==> src/rtl/core/rpi_pkg.sv <==
// ----------------------------------------------------------------------------
// rpi_pkg
// Types and constants shared by the ray / plane intersection pipeline.
// ----------------------------------------------------------------------------
`default_nettype none

package rpi_pkg;

  localparam int COORD_W   = 16;
  localparam int VERTEX_W  = 3 * COORD_W;
  localparam int EDGE_W    = COORD_W + 1;
  localparam int PROD_W    = 2 * EDGE_W;
  localparam int NORM_W    = PROD_W + 1;
  localparam int DOT_W     = NORM_W + EDGE_W + 2;
  localparam int DIST_W    = 32;
  localparam int DIST_FRAC = 16;
  localparam int DIV_STEPS = DIST_W;
  localparam int SCALE_W   = COORD_W + DIST_W + 1;
  localparam int STEP_W    = SCALE_W - DIST_FRAC;
  localparam int POINT_W   = STEP_W + 1;

  localparam logic [DIST_W-1:0] MIN_DIST_RESET = DIST_W'(66);
  localparam logic [DIST_W-1:0] DIST_MAX       = '1;

  typedef enum logic [1:0] {
    REG_VERTEX_A = 2'd0,
    REG_VERTEX_B = 2'd1,
    REG_VERTEX_C = 2'd2,
    REG_MIN_DIST = 2'd3
  } cfg_reg_t;

  typedef logic signed [COORD_W-1:0] coord_t;

  typedef struct packed {
    coord_t origin_x;
    coord_t origin_y;
    coord_t origin_z;
    coord_t dir_x;
    coord_t dir_y;
    coord_t dir_z;
  } ray_t;

  typedef struct packed {
    logic              hit;
    logic [DIST_W-1:0] distance;
    coord_t            point_x;
    coord_t            point_y;
    coord_t            point_z;
  } result_t;

  typedef struct packed {
    logic signed [NORM_W-1:0] x;
    logic signed [NORM_W-1:0] y;
    logic signed [NORM_W-1:0] z;
  } normal_t;

  typedef struct packed {
    ray_t                 ray;
    logic                 miss;
    logic                 sat;
    logic [DOT_W-1:0]     den;
    logic [DOT_W-1:0]     rem;
    logic [DIST_FRAC-1:0] nlow;
    logic [DIST_W-1:0]    quo;
  } div_t;

  function automatic coord_t coord_of(input logic [VERTEX_W-1:0] v, input int k);
    coord_of = v[k*COORD_W +: COORD_W];
  endfunction

endpackage

`default_nettype wire

==> src/rtl/core/rpi_back.sv <==
// ----------------------------------------------------------------------------
// rpi_back
// Distance check, hit point scaling, rounding and saturation (two stages).
// ----------------------------------------------------------------------------
`default_nettype none

module rpi_back (
  input  wire logic                        clk,
  input  wire logic                        rst,
  input  wire logic                        en,
  input  wire logic                        in_valid,
  input  rpi_pkg::div_t                    din,
  input  wire logic [rpi_pkg::DIST_W-1:0]  min_distance,
  output logic                             out_valid,
  output rpi_pkg::result_t                 result
);

  localparam logic signed [rpi_pkg::COORD_W-1:0] C_MAX = {1'b0, {(rpi_pkg::COORD_W-1){1'b1}}};
  localparam logic signed [rpi_pkg::COORD_W-1:0] C_MIN = {1'b1, {(rpi_pkg::COORD_W-1){1'b0}}};
  localparam logic signed [rpi_pkg::SCALE_W-1:0] HALF  =
    rpi_pkg::SCALE_W'(1) <<< (rpi_pkg::DIST_FRAC - 1);

  logic [rpi_pkg::DIST_W-1:0]         t;
  rpi_pkg::coord_t                    d_dir [3];
  rpi_pkg::coord_t                    d_org [3];

  logic                               e_valid;
  logic                               e_hit;
  logic [rpi_pkg::DIST_W-1:0]         e_t;
  rpi_pkg::coord_t                    e_org [3];
  logic signed [rpi_pkg::SCALE_W-1:0] e_prod [3];

  logic signed [rpi_pkg::SCALE_W-1:0] rnd [3];
  logic signed [rpi_pkg::POINT_W-1:0] p [3];
  rpi_pkg::coord_t                    ps [3];

  assign t = din.sat ? rpi_pkg::DIST_MAX : din.quo;
  assign d_dir[0] = din.ray.dir_x;
  assign d_dir[1] = din.ray.dir_y;
  assign d_dir[2] = din.ray.dir_z;
  assign d_org[0] = din.ray.origin_x;
  assign d_org[1] = din.ray.origin_y;
  assign d_org[2] = din.ray.origin_z;

  always_comb begin
    for (int k = 0; k < 3; k++) begin
      rnd[k] = e_prod[k] + HALF;
      p[k]   = rpi_pkg::POINT_W'(e_org[k])
             + rpi_pkg::POINT_W'($signed(rnd[k][rpi_pkg::SCALE_W-1:rpi_pkg::DIST_FRAC]));
      if (p[k] > rpi_pkg::POINT_W'(C_MAX)) begin
        ps[k] = C_MAX;
      end else if (p[k] < rpi_pkg::POINT_W'(C_MIN)) begin
        ps[k] = C_MIN;
      end else begin
        ps[k] = p[k][rpi_pkg::COORD_W-1:0];
      end
    end
  end

  always_ff @(posedge clk) begin
    if (en) begin
      e_hit <= !din.miss && (t >= min_distance);
      e_t   <= t;
      for (int k = 0; k < 3; k++) begin
        e_org[k]  <= d_org[k];
        e_prod[k] <= d_dir[k] * $signed({1'b0, t});
      end
      if (e_hit) begin
        result.hit      <= 1'b1;
        result.distance <= e_t;
        result.point_x  <= ps[0];
        result.point_y  <= ps[1];
        result.point_z  <= ps[2];
      end else begin
        result <= '0;
      end
    end
  end

  always_ff @(posedge clk) begin
    if (rst) begin
      e_valid   <= 1'b0;
      out_valid <= 1'b0;
    end else if (en) begin
      e_valid   <= in_valid;
      out_valid <= e_valid;
    end
  end

endmodule

`default_nettype wire

==> config.mk <==
export PLATFORM = sky130hd
export DESIGN_NAME = rpi_back
export DESIGN_NICKNAME = d
export VERILOG_FILES = /design/src/rtl/core/rpi_pkg.sv /design/src/rtl/core/rpi_back.sv
export SDC_FILE = /design/constraint.sdc
export NUM_CORES = 2
export LEC_CHECK = 0
export BUFFER_PORTS_ARGS = -buffer_cell sky130_fd_sc_hd__buf_2
export CAP_MARGIN = 20
export CELL_PAD_IN_SITES_DETAIL_PLACEMENT = 1
export CELL_PAD_IN_SITES_GLOBAL_PLACEMENT = 1
export CORE_MARGIN = 1
export CORE_UTILIZATION = 40
export CTS_CLUSTER_SIZE = 30
export DETAILED_ROUTE_END_ITERATION = 12
export GPL_ROUTABILITY_DRIVEN = 0
export GPL_TIMING_DRIVEN = 1
export PLACE_DENSITY = 0.76
export SLEW_MARGIN = 20
export SYNTH_ARGS = -nofsm -noshare
export SYNTH_HDL_FRONTEND = slang
export SYNTH_SLANG_ARGS = --single-unit
==> constraint.sdc <==
create_clock -name clk -period 8.2 [get_ports clk]
set_input_delay 0.41 -clock clk [delete_from_list [all_inputs] [get_ports clk]]
set_output_delay 0.41 -clock clk [all_outputs]
set_load 0.05 [all_outputs]
======== Word-level counts from Yosys, hierarchy flattened ========
Memory sizes are Yosys's and may differ from the RTL's.
Index checks and enable logic that the tools add are counted.
Widths: inputs -> output; s select.
storage, ports and cells
  register bits after elaboration ......... 116
  memory bits (writable) .................. 195
  input bits .............................. 290
  memories kept ........................... 2
operators by class
  add/sub/neg operators ................... 6
  $mul .................................... 3
  $lt $le $gt $ge ......................... 7
  multiplexer cells ....................... 10
  bitwise gates (word level) .............. 1
  reductions and logical operators ........ 5
memories
  memory  depth  bits a word  rd ports  clocked after Yosys merged registers in  write ports  RTL line        source
  e_prod  3      49           3         0                                        3            rpi_back.sv:31  logic signed [rpi_pkg::SCALE_W-1:0] e_prod [3];
  e_org   3      16           3         0                                        3            rpi_back.sv:30  rpi_pkg::coord_t e_org [3];
operators with widths
  operator                number
  $add 49x17->49 const B  3
  $mul 16x33->49          3
  $add 16x33->34          3
  $gt 34x16->1 const B    3
  $lt 34x16->1 const B    3
  $mux 16                 6
  $mux 81                 1
  $ge 32x32->1            1
  $mux 32                 1
  $reduce_or 2->1         3
  $mux 1                  2
  $logic_and 1x1->1       1
  $logic_not 1->1         1
  $not 1->1               1

======== Depth between registers and ports, before layout ========
  word-level depth ........................ 6
  depth in mapped cells ................... 29
  depth with buffers taken out ............ 27

======== Least setup slack after synthesis ========
Ideal clock, no wire load.
  path type ............................... input to register
  start ................................... input port din[156] (netlist name)
  end ..................................... memory e_prod[0][146] (netlist name) (data pin)
  arrival time ............................ 6.928 ns
  data required time ...................... 7.934 ns
  slack ................................... 1.006 ns
  stages .................................. 29
  buffers on the path ..................... 3
  cells stage by stage .................... clkbuf_1 nor2_1 inv_1 clkbuf_1 clkbuf_1 nand2_1 fa_1 inv_1 fa_1 inv_1 fa_1 inv_1 fa_1 fa_1 inv_1 fa_1 inv_1 ha_1 a21oi_1 o21ai_0 a221oi_1 o211ai_1 a221o_1 o2111ai_1 a21oi_1 o21a_1 o21a_1 o41ai_1 xnor2_1
RTL lines
  item         RTL line        source
  from (decl)  rpi_back.sv:12  input rpi_pkg::div_t din,
  to (decl)    rpi_back.sv:31

==> qor.json <==
{
  "fp.dieW": {"value": 405.5, "unit": "µm"},
  "rsz0062_at_grt": {"value": "false"},
  "outcome": {"value": "complete, no violations"},
  "maximum_buffer_depth_of_the_clock_tree": {"value": 3},
  "multi_input_comb_area": {"value": 0.04988, "unit": "mm²"},
  "tightestPinTransition": {"value": 1.017, "unit": "ns"},
  "critical-path-max-stage-delay": {"value": 0.55, "unit": "ns"},
  "detail_route.wl_per_cell": {"value": 20.45, "unit": "µm"},
  "final_cell_mix": {"value": "sky130_fd_sc_hd__inv_1 (1590), sky130_fd_sc_hd__fa_1 (1254), sky130_fd_sc_hd__nand2_1 (957)"},
  "drv_slew": {"value": 0},
  "syn_area": {"value": 0.06514, "unit": "mm²"},
  "headroom_to_the_max_slew_limit": {"value": 32.17, "unit": "%"},
  "async_reset_ff_share": {"value": 0, "unit": "%"},
  "setup.worst_path.start_class": {"value": "input port"},
  "floorplan.initialDensity": {"value": 40.43, "unit": "%"},
  "layout.nets": {"value": 9435},
  "min_path_type": {"value": "in2reg"},
  "cpLargestDelayFamily": {"value": "adder cells"},
  "cts_htree_levels": {"value": 2},
  "hold-worst-slack": {"value": 0.03660, "unit": "ns"},
  "timing.final.crit_period": {"value": 7.556, "unit": "ns"},
  "placement.io_buffers": {"value": 247},
  "tritoncts": {"value": "done"},
  "totalWireLength": {"value": 194200, "unit": "µm"},
  "cts_made_buffers": {"value": 38},
  "synth.lib_cells_used.distinct": {"value": 86},
  "area_of_the_core": {"value": 0.1611, "unit": "mm²"},
  "max_freq": {"value": 132.4, "unit": "MHz"},
  "synth_seq_area_share": {"value": 12.23, "unit": "%"},
  "cp.buffers_inverters": {"value": 9},
  "design.die.area": {"value": 0.1645, "unit": "mm²"},
  "area.sequential": {"value": 0.007968, "unit": "mm²"},
  "final-hold-violation-count": {"value": 0},
  "dp_hpwl": {"value": 154800, "unit": "µm"},
  "required": {"value": 8.57, "unit": "ns"},
  "final.setup_skew": {"value": 0.02973, "unit": "ns"},
  "endpoint_kind": {"value": "flop"},
  "arrival": {"value": 7.93, "unit": "ns"},
  "ys_top_cells_by_area": {"value": "sky130_fd_sc_hd__fa_1 (39%), sky130_fd_sc_hd__edfxtp_1 (12%), sky130_fd_sc_hd__ha_1 (11%)"},
  "flow.area_growth_from_synthesis": {"value": 9.153, "unit": "%"},
  "layout.filler_cells": {"value": 18800},
  "synth-edff-count": {"value": 264},
  "ys.warnings.count": {"value": 0},
  "postCtsSetupRepairBufs": {"value": 0},
  "cts-hold-fix-buffers": {"value": 44},
  "post_drt_via_cell_ratio": {"value": 5.197},
  "mostFrequentLayoutCell": {"value": "sky130_fd_sc_hd__inv_1"},
  "synth_seq_cells": {"value": 266},
  "syn_inst": {"value": 7145},
  "floorplan.rows": {"value": 147},
  "num_vias": {"value": 49370},
  "clkSinkCount": {"value": 266},
  "grt_first_pass_wirelength": {"value": 312800, "unit": "µm"},
  "synth_nets": {"value": 9276},
  "final_layout_size_suffix_gt1_share": {"value": 7.269, "unit": "%"},
  "crit_fanout": {"value": 22},
  "detail_route.first_pass.iterations": {"value": 5},
  "max_cap_viol_count": {"value": 0},
  "post-route-period-util": {"value": 92.14, "unit": "%"},
  "final_antenna_net_count": {"value": 0},
  "setup.worst_path.class": {"value": "in2reg"},
  "ctsResizeCount": {"value": 0},
  "die_height": {"value": 405.5, "unit": "µm"},
  "drcViolationCount": {"value": 0},
  "dominantRegCellSynth": {"value": "sky130_fd_sc_hd__edfxtp_1"},
  "synthDominantAreaCellType": {"value": "sky130_fd_sc_hd__fa_1"},
  "cp_slowest_cell": {"value": "sky130_fd_sc_hd__fa_1"},
  "clkLatencyLatePin": {"value": 0.61, "unit": "ns"},
  "design.portCount": {"value": 372},
  "grt_antenna_before_repair": {"value": 20},
  "grt_start_max_net_pins": {"value": 133},
  "clockRootBuffer": {"value": "sky130_fd_sc_hd__clkbuf_16"},
  "global_route.usage.total": {"value": 24.48, "unit": "%"},
  "syn-mean-instance-area": {"value": 9.117, "unit": "µm²"},
  "drt_iter0_markers": {"value": 2268},
  "tns": {"value": 0, "unit": "ns"},
  "clkTransAtPathRegs": {"value": 0.05, "unit": "ns"},
  "gr-total-overflow": {"value": 0},
  "grt_pass1_vias": {"value": 56970},
  "critical-path-top-cell-by-count": {"value": "sky130_fd_sc_hd__fa_1"},
  "synth.top_cell.area_share": {"value": 38.54, "unit": "%"},
  "timing.final.setup_violations": {"value": 0}
}
## layer usage
| layer | vias up | wire, µm | share of wire, % | GRT usage [%] |
|---|---|---|---|---|
| li1 | 22020 | - | - | - |
| met1 | 25710 | 76740 | 40 | 29.43 |
| met2 | 1211 | 96290 | 50 | 42.89 |
| met3 | 417 | 12860 | 6.6 | 4.868 |
| met4 | 10 | 8278 | 4.3 | 9.480 |
| met5 | - | 63 | 0.032 | 0 |
## through the flow
step           cells  instance area, µm²  setup slack, ns  util (%)
2_1_floorplan   7145               65140            1.006         -
3_3_place_gp    9380               69430           0.2126     43.09
5_1_grt         9497               71090           0.1784     44.12
6_report        9500               71100           0.6443     44.13
3_5_place_dp    9380               69430           0.1130     43.09
4_1_cts         9493               71080           0.7177     44.12
## kinds of logic (layout without fill, tap and decap cells)
family | Yosys count | after routing | share of synthesized area (%)
fa+ha+maj | 1841 | 1841 | 49.82
flops | 266 | 266 | 12.23
other cells | 0 | 7 | 0
compound gates | 622 | 622 | 6.368
mux | 6 | 6 | 0.09412
xor+xnor | 272 | 272 | 3.657
buf+inv | 1937 | 2125 | 11.19
simple gates | 2201 | 2201 | 16.64
## final timing paths
path | startpoint | end | slack, ns | cells after the start
worst min register to register | e_valid | e_valid | 0.50 | 2
worst max register to register | e_prod[0][66] | result[30] | 2.27 | 19
worst max-delay path | din[156] | e_prod[0][97] | 0.64 | 29
worst min-delay path | din[247] | e_org[0][9] | 0.04 | 1
## cell usage after synthesis (9+ instances only)
library cell               instances
sky130_fd_sc_hd__and3_1           39
sky130_fd_sc_hd__a21o_1          145
sky130_fd_sc_hd__o211ai_1         13
sky130_fd_sc_hd__o21a_1           26
sky130_fd_sc_hd__a211oi_1         21
sky130_fd_sc_hd__o21ai_0          83
sky130_fd_sc_hd__o21bai_1         17
sky130_fd_sc_hd__o31ai_1           9
sky130_fd_sc_hd__clkbuf_1        328
sky130_fd_sc_hd__nor3_1           35
sky130_fd_sc_hd__nor2b_1          23
sky130_fd_sc_hd__nor2_1          200
sky130_fd_sc_hd__and2_1          686
sky130_fd_sc_hd__a31oi_1          18
sky130_fd_sc_hd__or2_2            31
sky130_fd_sc_hd__nand4_1          61
sky130_fd_sc_hd__xor2_1           89
sky130_fd_sc_hd__nand2_1         957
sky130_fd_sc_hd__and4_1           18
sky130_fd_sc_hd__edfxtp_1        264
sky130_fd_sc_hd__nor4_1           10
sky130_fd_sc_hd__inv_1          1591
sky130_fd_sc_hd__nand2b_1         23
sky130_fd_sc_hd__or3_1            13
sky130_fd_sc_hd__xnor2_1         183
sky130_fd_sc_hd__a21oi_1         182
sky130_fd_sc_hd__ha_1            587
sky130_fd_sc_hd__nand3_1          79
sky130_fd_sc_hd__fa_1           1254
## area by class of cell
class / count / share of cell area [%]
Multi-Input combinational cell: 4942 / 70.16
Sequential cell: 266 / 11.21
Inverter: 1599 / 8.442
Timing Repair Buffer: 457 / 4.670
Tap cell: 2160 / 3.801
Clock buffer: 48 / 1.420
Clock inverter: 21 / 0.2780
Antenna cell: 7 / 0.02464
## sequential cells by signal, indices dropped and copies added, names as in the netlist
register	flops
e_hit	1
e_org	48
e_prod	102
e_t	32
e_valid	1
out_valid	1
result	81
Power is left out: the tool's default activity adds up to more than one toggle a clock period on the data nets, which glitch-free logic cannot reach.
